<file path="src/assert_macros.svh">
// Assertion macros used by the top level of the great-circle distance block.
// Stand-alone header with no dependencies.
`ifndef ASSERT_MACROS_SVH
`define ASSERT_MACROS_SVH

// Same-cycle implication, checked on the rising clock edge outside reset.
`define ASSERT_IMP(lbl, clk, rst, ante, cons) \
  lbl: assert property (@(posedge clk) disable iff (rst) (ante) |-> (cons)) \
    else $error("assertion failed");

// Next-cycle implication, checked on the rising clock edge outside reset.
`define ASSERT_NEXT(lbl, clk, rst, ante, cons) \
  lbl: assert property (@(posedge clk) disable iff (rst) (ante) |=> (cons)) \
    else $error("assertion failed");

`endif

</file>
<file path="src/gcd_pkg.sv">
// Shared widths, constants, cell payload types and CORDIC table functions
// for the great-circle distance block. No dependencies.
package gcd_pkg;

  localparam int FRAC     = 30;          // fraction bits of angles and ratios
  localparam int STEPS    = 32;          // CORDIC micro-rotations
  localparam int XW       = FRAC + 3;    // CORDIC datapath width
  localparam int UW       = 17;          // angles in half-minute units
  localparam int RW       = 14;          // folded angle magnitude
  localparam int RADW     = 2 * FRAC + 2;
  localparam int REMW     = FRAC + 4;
  localparam int RADIUS_W = 13;
  localparam int DIST_W   = 15;
  localparam int IN_W     = 64;
  localparam int OUT_W    = 16;

  localparam logic [RADIUS_W-1:0] RADIUS_RESET = 13'd6371;
  localparam logic signed [UW-1:0] MIN_PER_DEG  = 17'sd60;
  localparam logic signed [UW-1:0] QUARTER_TURN = 17'sd10800;
  localparam logic signed [UW-1:0] HALF_TURN    = 17'sd21600;
  localparam logic signed [UW-1:0] FULL_TURN    = 17'sd43200;

  localparam logic [63:0] PI_Q60   = 64'h3243F6A8885A308D;
  localparam logic [63:0] GAIN_Q62 = 64'd2800459870029452305;
  localparam logic [63:0] STEP_Q62 = (PI_Q60 * 64'd4) / 64'd21600;

  // Rounds a Q62 value half up to FRAC fraction bits.
  function automatic logic [63:0] q62_to_qf(input logic [63:0] v);
    return (v + (64'd1 << (61 - FRAC))) >> (62 - FRAC);
  endfunction

  // Restoring long division, used only to build constants.
  function automatic logic [63:0] long_div(input logic [63:0] n, input logic [63:0] d);
    logic [63:0] q;
    logic [63:0] r;
    q = '0;
    r = '0;
    for (int b = 63; b >= 0; b--) begin
      r = {r[62:0], n[b]};
      if (r >= d) begin
        r    = r - d;
        q[b] = 1'b1;
      end
    end
    return q;
  endfunction

  // atan(2^-i) from its power series in Q62, rounded to FRAC bits.
  function automatic logic signed [XW-1:0] atan_qf(input int i);
    logic [63:0] sum;
    logic [63:0] term;
    int e;
    sum = '0;
    if (i == 0) begin
      sum = PI_Q60;
    end else begin
      for (int k = 0; k < 32; k++) begin
        e = i * (2 * k + 1);
        if (e <= 62) begin
          term = long_div(64'd1 << (62 - e), 64'(2 * k + 1));
          sum  = k[0] ? sum - term : sum + term;
        end
      end
    end
    return XW'(q62_to_qf(sum));
  endfunction

  localparam logic signed [XW-1:0] CORDIC_X0 = XW'(q62_to_qf(GAIN_Q62));

  typedef struct packed {
    logic                 vld;
    logic                 neg;   // negate x at the end of the chain
    logic signed [XW-1:0] x;
    logic signed [XW-1:0] y;
    logic signed [XW-1:0] z;
  } cordic_t;

  typedef struct packed {
    logic            vld;
    logic [REMW-1:0] rem;
    logic [FRAC:0]   root;
    logic [RADW-1:0] rad;
  } sqrt_t;

endpackage

</file>
<file path="src/gcd_cordic_cell.sv">
// One CORDIC micro-rotation with its output register.
// Depends on gcd_pkg for the payload type and the arctangent table.
module gcd_cordic_cell import gcd_pkg::*; #(
  parameter int STAGE  = 0,
  parameter bit VECTOR = 1'b0
) (
  input  logic    clk,
  input  logic    rst,
  input  logic    en,
  input  cordic_t din,
  output cordic_t dout
);

  localparam logic signed [XW-1:0] ANGLE = atan_qf(STAGE);

  logic signed [XW-1:0] xs;
  logic signed [XW-1:0] ys;
  logic                 ccw;
  cordic_t              nxt;

  always_comb begin
    xs  = din.x >>> STAGE;
    ys  = din.y >>> STAGE;
    // Vectoring drives y to zero; rotation drives z to zero.
    ccw = VECTOR ? din.y[XW-1] : ~din.z[XW-1];
    nxt = din;
    if (ccw) begin
      nxt.x = din.x - ys;
      nxt.y = din.y + xs;
      nxt.z = din.z - ANGLE;
    end else begin
      nxt.x = din.x + ys;
      nxt.y = din.y - xs;
      nxt.z = din.z + ANGLE;
    end
  end

  always_ff @(posedge clk) begin
    if (rst) begin
      dout.vld <= 1'b0;
    end else if (en) begin
      dout.vld <= din.vld;
    end
  end

  always_ff @(posedge clk) begin
    if (en) begin
      dout.neg <= nxt.neg;
      dout.x   <= nxt.x;
      dout.y   <= nxt.y;
      dout.z   <= nxt.z;
    end
  end

endmodule

</file>
<file path="config.mk">
export PLATFORM = sky130hd
export DESIGN_NAME = gcd_cordic_cell
export DESIGN_NICKNAME = d
export VERILOG_FILES = /design/src/assert_macros.svh /design/src/gcd_pkg.sv /design/src/gcd_cordic_cell.sv
export SDC_FILE = /design/constraint.sdc
export NUM_CORES = 1
export LEC_CHECK = 0
export ABC_AREA = 1
export BUFFER_PORTS_ARGS = -buffer_cell sky130_fd_sc_hd__buf_2
export CAP_MARGIN = 20
export CORE_MARGIN = 4
export CORE_UTILIZATION = 40
export CTS_CLUSTER_DIAMETER = 60
export DETAILED_ROUTE_END_ITERATION = 7
export GPL_ROUTABILITY_DRIVEN = 1
export PLACE_DENSITY = 0.61
export SYNTH_ARGS = -nofsm -noshare
export SYNTH_HDL_FRONTEND = slang
export SYNTH_SLANG_ARGS = --single-unit
</file>
<file path="constraint.sdc">
create_clock -name clk -period 2.8 [get_ports clk]
set_clock_uncertainty 0.1 [all_clocks]
set_input_delay 0.7 -clock clk [delete_from_list [all_inputs] [get_ports clk]]
set_output_delay 0.7 -clock clk [all_outputs]
set_load 0.05 [all_outputs]
</file>
==> impl_metrics.toml <==
[cts]
clk_pin_slew_ns = 0.08
cts_buffers = 9
clk_path_buf_depth = 2
cts_resized = 0
cts_tree = "built"
ctsHoldBuffers = 0
cts_root_buffer = "clkbuf_16"
cts-htree-levels = 3
clock_latency_ns = 0.37
clock-sinks = 100
post_cts_buffers = 0

[drt]
first_iter_violations = 1083
postRouteAntennaNets = 0
firstDrtPassIters = 8
remaining_drc_errors = 0
routed_via_density = 4.96
finalWirelength_um = 45300
avgRoutedWirePerCell_um = 15.7
dr_total_vias = 14300

[hold_path]
hold_path_class = "in2reg"

[floorplan]
die_h_um = 186
row_count = 64
die_w_um = 186
die_area_um2 = 34500
io_pins = 205
start_util_pct = 40.9
core_area_um2 = 30800

[global_route]
overflow = 0
grt_pass1_vias = 13800
grt_max_degree = 59
antenna_found_initial = 0
grt_use_total_pct = 26.0
grt_pass1_wl_um = 70700

[logic_synthesis]
ys_seq_area_share_pct = 23.7
synth-main-ff-cell = "edfxtp_1"
post_synth_instance_area_um2 = 12600
yosysTopAreaCell = "edfxtp_1"
synth.top_cell.area_share_pct = 23.6
synth_seq_cells = 100
synth_cells = 2072
synth.distinct_cells = 40
avgSynthCellArea_um2 = 6.09
yosys-top-cells-area = "edfxtp_1 (24%), nand2_1 (23%), ha_1 (13%)"
ys_warn_count = 0
syn_nets = 2307
ys_async_sr_fraction_pct = 0
synth_edf_count = 99

[sta]
max_freq_ghz = 0.383
tns_ns = 0
setup_slack_ns = 0.187
setup_violations = 0
finalCriticalPeriod_ns = 2.61
rsz0062_at_grt = "false"
slew_violations = 0
worstMarginPinSlew_ns = 0.675
hold_viol = 0
fin_crit_sh_pct = 93.3
slew_headroom_pct = 55.0

[worst_setup_path]
cp-end-kind = "flip-flop"
path_class = "in2reg"
worst-path-max-fanout = 10
cp-start-kind = "input port"
cp.required_ns = 2.83
crit_arrival_ns = 2.65

[final_layout]
top_regs = "dout (100)"
regMostFlops = "dout"
nFillCells = 3187
final_cells = 2886
nNetsFinal = 2718
layout-drive-gt1-share_pct = 19.3
syn_to_final_growth_pct = 26.9
largest_reg_flops = 100

[power_and_ir_drop]
powerDensity_nw_per_um2 = 441
p_leak_nw = 9.12
vdd.ir_drop.worst_v = 0.000294

[flow_run]
maxCapViolCount = 0

[placed_design]
placed_cells = 2868
dpl_worst_slack_ns = -0.207
gp_congestion = 1.00
dp_hpwl_um = 38600
io_buffers = 204

[status]
status = "complete, no violations"
==> cell type report <==
type	instances	area [um^2]	area share, %
clock buffer	9	225	1.41
antenna	2	5.00	0.0312
timing repair buffer	444	2860	17.9
clock inverter	7	58.8	0.367
tap	396	495	3.09
inverter	381	1430	8.94
sequential	100	2990	18.7
multi-input combinational	1547	7950	49.6
==> worst paths after layout <==
kind	startpoint	end	slack (ns)	cells past startpoint
hold reg to reg	dout[100]$_SDFFE_PP0P_	dout[100]$_SDFFE_PP0P_	0.40	2
setup / recovery	din[32]	dout[28]$_DFFE_PP_	0.19	11
hold / removal	rst	dout[100]$_SDFFE_PP0P_	0.37	2
setup reg to reg	dout[100]$_SDFFE_PP0P_	dout[100]$_SDFFE_PP0P_	2.11	2
==> cells in the final DEF (no fill, tap or decap), types with 18 or more instances in the layout <==
cell | Yosys | routed
a21oi_1 | 115 | 115
buf_2 | 20 | 203
buf_4 | 15 | 238
edfxtp_1 | 99 | 99
ha_1 | 127 | 127
inv_1 | 378 | 378
nand2_1 | 759 | 759
nand3_1 | 184 | 184
nand4_1 | 18 | 18
nor2_1 | 156 | 156
o21ai_0 | 61 | 61
xor2_1 | 39 | 39
==> routing by layer <==
layer / part of all wire [%] / track usage (%)
met1: 46 / 35.4
met3: 6.0 / 2.42
met5: 0 / 0
met4: 2.8 / 8.31
met2: 45 / 43.8
==> Yosys cell counts, types with 2 or more instances <==
cell type and n:
nand2_1 759, inv_1 378, nand3_1 184, nor2_1 156, ha_1 127, a21oi_1 115
edfxtp_1 99, o21ai_0 61, xor2_1 39, buf_2 20, nand4_1 18, buf_4 15
nor3_1 15, o21bai_1 12, clkbuf_1 8, o21a_1 8, a21o_1 6, a31oi_1 6
nand2_2 5, fa_1 4, nor2_2 4, nor3_2 4, o22ai_1 4, xnor2_1 4
o21ai_1 3, inv_2 2, o21ai_2 2, o31ai_1 2
==> report_power, final <==
group	switching (mW)	internal, mW	total [mW]
Sequential	0.0647	1.93	2.00
Clock	0.715	0.621	1.34
Combinational	2.52	1.21	3.72
Total	3.30	3.76	7.06
==> critical path: stages <==
cell and delay, ns:
buf_2 0.12, clkinv_2 0.21, ha_1 0.39, nand2_1 0.10, o21ai_0 0.26, a21oi_1 0.07
buf_4 0.15, o21ai_0 0.32, nand2_1 0.16, nand3_1 0.10, nand2_1 0.06
==> per-stage QoR <==
step / utilization, % / total power, mW / hold WS, ns / cell area [um^2]
2_1_floorplan: - / 4.36 / 0.633 / 12600
3_3_place_gp: 51.0 / 5.69 / 0.365 / 15700
3_5_place_dp: 51.0 / 5.72 / 0.385 / 15700
4_1_cts: 51.9 / 7.05 / 0.361 / 16000
5_1_grt: 51.9 / 7.49 / 0.365 / 16000
6_report: 52.0 / 7.06 / 0.370 / 16000
==> logic make-up after synthesis <==
group           synth area share (%)
simple gates                    37.1
buf+inv                         13.3
compound gates                  9.60
fa+ha+maj                       13.2
flops                           23.7
xor+xnor                        2.98
mux                           0.0793
(Power assumes the default switching activity.)
