File: src/assert_macros.svh
// Assertion macros used by the top level of the great-circle distance block.
// Stand-alone header with no dependencies.
`ifndef ASSERT_MACROS_SVH
`define ASSERT_MACROS_SVH

// Same-cycle implication, checked on the rising clock edge outside reset.
`define ASSERT_IMP(lbl, clk, rst, ante, cons) \
  lbl: assert property (@(posedge clk) disable iff (rst) (ante) |-> (cons)) \
    else $error("assertion failed");

// Next-cycle implication, checked on the rising clock edge outside reset.
`define ASSERT_NEXT(lbl, clk, rst, ante, cons) \
  lbl: assert property (@(posedge clk) disable iff (rst) (ante) |=> (cons)) \
    else $error("assertion failed");

`endif

File: src/gcd_pkg.sv
// Shared widths, constants, cell payload types and CORDIC table functions
// for the great-circle distance block. No dependencies.
package gcd_pkg;

  localparam int FRAC     = 30;          // fraction bits of angles and ratios
  localparam int STEPS    = 32;          // CORDIC micro-rotations
  localparam int XW       = FRAC + 3;    // CORDIC datapath width
  localparam int UW       = 17;          // angles in half-minute units
  localparam int RW       = 14;          // folded angle magnitude
  localparam int RADW     = 2 * FRAC + 2;
  localparam int REMW     = FRAC + 4;
  localparam int RADIUS_W = 13;
  localparam int DIST_W   = 15;
  localparam int IN_W     = 64;
  localparam int OUT_W    = 16;

  localparam logic [RADIUS_W-1:0] RADIUS_RESET = 13'd6371;
  localparam logic signed [UW-1:0] MIN_PER_DEG  = 17'sd60;
  localparam logic signed [UW-1:0] QUARTER_TURN = 17'sd10800;
  localparam logic signed [UW-1:0] HALF_TURN    = 17'sd21600;
  localparam logic signed [UW-1:0] FULL_TURN    = 17'sd43200;

  localparam logic [63:0] PI_Q60   = 64'h3243F6A8885A308D;
  localparam logic [63:0] GAIN_Q62 = 64'd2800459870029452305;
  localparam logic [63:0] STEP_Q62 = (PI_Q60 * 64'd4) / 64'd21600;

  // Rounds a Q62 value half up to FRAC fraction bits.
  function automatic logic [63:0] q62_to_qf(input logic [63:0] v);
    return (v + (64'd1 << (61 - FRAC))) >> (62 - FRAC);
  endfunction

  // Restoring long division, used only to build constants.
  function automatic logic [63:0] long_div(input logic [63:0] n, input logic [63:0] d);
    logic [63:0] q;
    logic [63:0] r;
    q = '0;
    r = '0;
    for (int b = 63; b >= 0; b--) begin
      r = {r[62:0], n[b]};
      if (r >= d) begin
        r    = r - d;
        q[b] = 1'b1;
      end
    end
    return q;
  endfunction

  // atan(2^-i) from its power series in Q62, rounded to FRAC bits.
  function automatic logic signed [XW-1:0] atan_qf(input int i);
    logic [63:0] sum;
    logic [63:0] term;
    int e;
    sum = '0;
    if (i == 0) begin
      sum = PI_Q60;
    end else begin
      for (int k = 0; k < 32; k++) begin
        e = i * (2 * k + 1);
        if (e <= 62) begin
          term = long_div(64'd1 << (62 - e), 64'(2 * k + 1));
          sum  = k[0] ? sum - term : sum + term;
        end
      end
    end
    return XW'(q62_to_qf(sum));
  endfunction

  localparam logic signed [XW-1:0] CORDIC_X0 = XW'(q62_to_qf(GAIN_Q62));

  typedef struct packed {
    logic                 vld;
    logic                 neg;   // negate x at the end of the chain
    logic signed [XW-1:0] x;
    logic signed [XW-1:0] y;
    logic signed [XW-1:0] z;
  } cordic_t;

  typedef struct packed {
    logic            vld;
    logic [REMW-1:0] rem;
    logic [FRAC:0]   root;
    logic [RADW-1:0] rad;
  } sqrt_t;

endpackage

File: src/gcd_sqrt_cell.sv
// One digit of a restoring square root: two radicand bits in, one root bit out.
// Depends on gcd_pkg for the payload type.
module gcd_sqrt_cell import gcd_pkg::*; (
  input  logic  clk,
  input  logic  rst,
  input  logic  en,
  input  sqrt_t din,
  output sqrt_t dout
);

  logic [REMW-1:0] rem_sh;
  logic [REMW-1:0] trial;
  sqrt_t           nxt;

  always_comb begin
    rem_sh  = {din.rem[REMW-3:0], din.rad[RADW-1 -: 2]};
    trial   = REMW'({din.root, 2'b01});
    nxt     = din;
    nxt.rad = {din.rad[RADW-3:0], 2'b00};
    if (rem_sh >= trial) begin
      nxt.rem  = rem_sh - trial;
      nxt.root = {din.root[FRAC-1:0], 1'b1};
    end else begin
      nxt.rem  = rem_sh;
      nxt.root = {din.root[FRAC-1:0], 1'b0};
    end
  end

  always_ff @(posedge clk) begin
    if (rst) begin
      dout.vld <= 1'b0;
    end else if (en) begin
      dout.vld <= din.vld;
    end
  end

  always_ff @(posedge clk) begin
    if (en) begin
      dout.rem  <= nxt.rem;
      dout.root <= nxt.root;
      dout.rad  <= nxt.rad;
    end
  end

endmodule

File: config.mk
export PLATFORM = sky130hd
export DESIGN_NAME = gcd_sqrt_cell
export DESIGN_NICKNAME = d
export VERILOG_FILES = /design/src/assert_macros.svh /design/src/gcd_pkg.sv /design/src/gcd_sqrt_cell.sv
export SDC_FILE = /design/constraint.sdc
export NUM_CORES = 1
export LEC_CHECK = 0
export ABC_AREA = 1
export BUFFER_PORTS_ARGS = -buffer_cell sky130_fd_sc_hd__buf_2
export CORE_MARGIN = 2
export CORE_UTILIZATION = 29
export CTS_CLUSTER_DIAMETER = 80
export DETAILED_ROUTE_END_ITERATION = 6
export HOLD_SLACK_MARGIN = 0.12
export SETUP_SLACK_MARGIN = 0.3
export SYNTH_ARGS = -nofsm -noshare
export SYNTH_HDL_FRONTEND = slang
export SYNTH_SLANG_ARGS = --single-unit
File: constraint.sdc
create_clock -name clk -period 2.1 [get_ports clk]
set_input_delay 0.21 -clock clk [delete_from_list [all_inputs] [get_ports clk]]
set_output_delay 0.21 -clock clk [all_outputs]
set_load 0.01 [all_outputs]
==> impl_metrics.ini <==
[status]
outcome = completed

[critical_path]
path_cells = buf_2, inv_1, ha_1, nand2_2, inv_2, buf_4, nand2_1, nor3_1, nand3_1, nand3_1, nand2_1, nand3_1, nand2_1
crit_path_top_delay_cell = ha_1
worstPathRequired_ns = 2.27
slowest_delay_ns = 0.31
crit_path_start_kind = primary input
setup.worst_path.class = in -> reg
arrival_ns = 1.88
end_kind = register
path_max_fanout = 3

[finish]
reg.largest.list = dout x126
finish.utilization_pct = 50.6
largest_reg_flops = 126
top_register = dout
final_nets = 1459
syn_to_final_growth_pct = 71.0
fill_cells = 2216
layout-drive-gt1-share_pct = 38.7
postLayoutCellArea_um2 = 11900

[grt]
grt_pass1_vias = 6951
grt_use_total_pct = 18.5
grt_pass1_wl_um = 36400
grt_start_max_net_pins = 42
antenna_found_initial = 2
overflow = 0

[drt]
wl_met3_um = 1470
avgViaCountPerCell = 4.24
wl_met2_um = 12000
ant_nets = 0
post_drt_wl_per_cell_um = 14.8
routed.top_layer = met5
wl_um = 24100
wl_met1_um = 10200
drtIter0Drc = 319
route.vias.total = 6895
drc = 0
dr.pass1.iters = 5

[floorplan]
fp-row-count = 56
dieArea_um2 = 25300
initial_core_util_pct = 29.6
boundaryPins = 259
fp.dieH_um = 159
chipWidth_um = 159
placeableCoreArea_um2 = 23500

[timing]
slew_violations = 0
rsz0062_at_grt = yes
period_share_pct = 81.4
fin_worst_skew_ns = 0
max_freq_mhz = 585
hold_violations = 0
min_period_ns = 1.71
finalSetupViolations = 0

[power_and_ir_drop]
p_sw_mw = 2.48
clockPowerShare_pct = 35.4
seqPwrFrac_pct = 37.7
combPwrFrac_pct = 26.8
intPower_mw = 5.80
vdd_drop_max_mv = 0.435
leakage_nw = 5.83
p_sw_share_pct = 30.0
cellPowerDensity_nw_per_um2 = 695

[clock_network]
htreeDepth = 4
clk_path_buf_depth = 2
cts_tree = built
cts_buffers = 17
clock_sinks = 126
root_buffer = clkbuf_16
path_clk_slew_ns = 0.07
clkLatencyLatePin_ns = 0.42

[yosys]
synth_edf_count = 125
syn_area_um2 = 6970
synth.avg_cell_area_um2 = 8.81
synth-seq-cells = 126
ys_seq_area_share_pct = 54.2
synth-adder-area-share_pct = 5.93
synth_mux_area_share_pct = 0.144
synth-compound-area-share_pct = 3.25
yosys_warnings = 0
synth_area_leaders = edfxtp_1, nand2_1, inv_1, ha_1, nor2_1
synth_top_family_by_area = simple AND/OR/NAND/NOR gates
synthFlopType = edfxtp_1
synth.distinct_cells = 33
yosys.area_share.simple_pct = 25.8
synth_top_area_share_pct = 53.9
synthArstFlopShare_pct = 0
synth-xor-area-share_pct = 2.01
postSynthCellCount = 791
synth.largest_area_cell = edfxtp_1

[placement]
hpwl_um = 17600
placed_area_um2 = 9460
globalplace.congestion = 0.863
port_buffers = 254

[flow_run]
maxCapViolations = 0

[worst_hold_path]
hold_path_class = in -> reg
[final timing paths]
kind | depth (start not counted) | slack (ns) | startpoint | end
max | 13 | 0.39 | din[72] | dout[113]
min | 1 | 0.17 | en | dout[124]
max reg2reg | 3 | 0.96 | dout[127] | dout[127]
min reg2reg | 3 | 1.05 | dout[127] | dout[127]
[cells in the mapped netlist, types with 2 or more instances]
library cell and n:
nand2_4 2, o21bai_1 3, o21ai_0 8, nor3_1 3, xor2_1 14, nand3b_1 12
nand3_1 33, ha_1 33, a21oi_2 2, buf_6 6, nand2_1 298, a21oi_1 24
buf_4 2, xnor2_1 2, nand3_2 2, edfxtp_1 125, nor4_1 2, nand2_2 6
nor2_1 51, nand4_1 7, nor2_2 8, inv_1 137
[critical path: cells and delay by family]
kind / cells / cell delay (ns)
adders and majority gates: 1 / 0.31
buffers and inverters: 4 / 0.31
and+or+nand+nor: 8 / 1.06
[repair_timing]
item	in CTS	in global routing
hold endpoints to repair	121	0
setup buffers	0	8
hold buffers	122	0
pin swaps	2	27
setup endpoints to repair	9	34
resized for setup	8	91
cloned	0	2
[logic make-up after synthesis]
group,Yosys count
AND/OR/NAND/NOR,428
buffers and inverters,146
flip-flops,126
AO/OA/AOI/OAI,40
adder cells (fa/ha/maj),33
XOR/XNOR,16
other,1
multiplexers,1
[placed cells by master (no fill, tap or decap), types with 2 or more instances in the layout]
| cell type | netlist | layout |
|---|---|---|
| clkinv_4 | 0 | 3 |
| nand3b_1 | 12 | 12 |
| nor3_1 | 3 | 2 |
| conb_1 | 1 | 2 |
| nor4_1 | 2 | 2 |
| inv_2 | 1 | 4 |
| nand2_4 | 2 | 9 |
| nand4_1 | 7 | 7 |
| inv_1 | 137 | 134 |
| buf_2 | 0 | 253 |
| inv_6 | 0 | 8 |
| dlygate4sd3_1 | 0 | 122 |
| o21bai_1 | 3 | 3 |
| clkbuf_16 | 0 | 18 |
| buf_4 | 2 | 107 |
| xnor2_1 | 2 | 2 |
| nor2_4 | 0 | 10 |
| buf_12 | 0 | 7 |
| o21ai_0 | 8 | 7 |
| nand2_2 | 6 | 26 |
| ha_4 | 0 | 24 |
| nor2_1 | 51 | 37 |
| nand3_2 | 2 | 4 |
| nand2_1 | 298 | 271 |
| ha_1 | 33 | 9 |
| xor2_1 | 14 | 14 |
| edfxtp_1 | 125 | 125 |
| a21oi_2 | 2 | 9 |
| nor2_2 | 8 | 12 |
| a21oi_1 | 24 | 16 |
| nand3_1 | 33 | 30 |
[power groups by stage]
stage / Combinational [mW] / Sequential [mW] / Clock [mW]
finish: 2.22 / 3.13 / 2.93
global route: 2.45 / 3.15 / 3.10
CTS: 2.03 / 3.13 / 3.01
detailed placement: 1.83 / 3.18 / 0
global placement: 1.82 / 3.17 / 0
floorplan: 0.746 / 3.32 / 0
[layer usage]
| layer | up-vias | track usage [%] |
|---|---|---|
| li1 | 3541 | - |
| met2 | 223 | 33.0 |
| met4 | 2 | 5.41 |
| met3 | 32 | 4.77 |
| met1 | 3097 | 21.9 |
| met5 | - | 0 |
[per-stage QoR]
stage / worst slack [ns] / hold WS [ns] / setup TNS, ns / power, mW / instances
global placement: -0.168 / 0.369 / -4.77 / 4.99 / 1463
floorplan: 0.300 / 0.282 / 0 / 4.07 / 792
finish: 0.391 / 0.166 / 0 / 8.28 / 1628
global route: 0.273 / 0.165 / 0 / 8.69 / 1627
CTS: 0.304 / 0.161 / 0 / 8.17 / 1617
detailed placement: -0.194 / 0.369 / -4.61 / 5.01 / 1463
[cell type report]
cell class                 instances  area, um^2  share of cell area [%]
antenna                            1        2.50                  0.0210
clock buffer                      17         425                    3.57
clock inverter                    15         149                    1.25
inverter                         138         518                    4.35
multi-input combinational        521        3170                    26.7
sequential                       126        3770                    31.7
tap                              319         399                    3.35
timing repair buffer             491        3470                    29.1
Note: power is estimated with default switching activity, not from simulation.
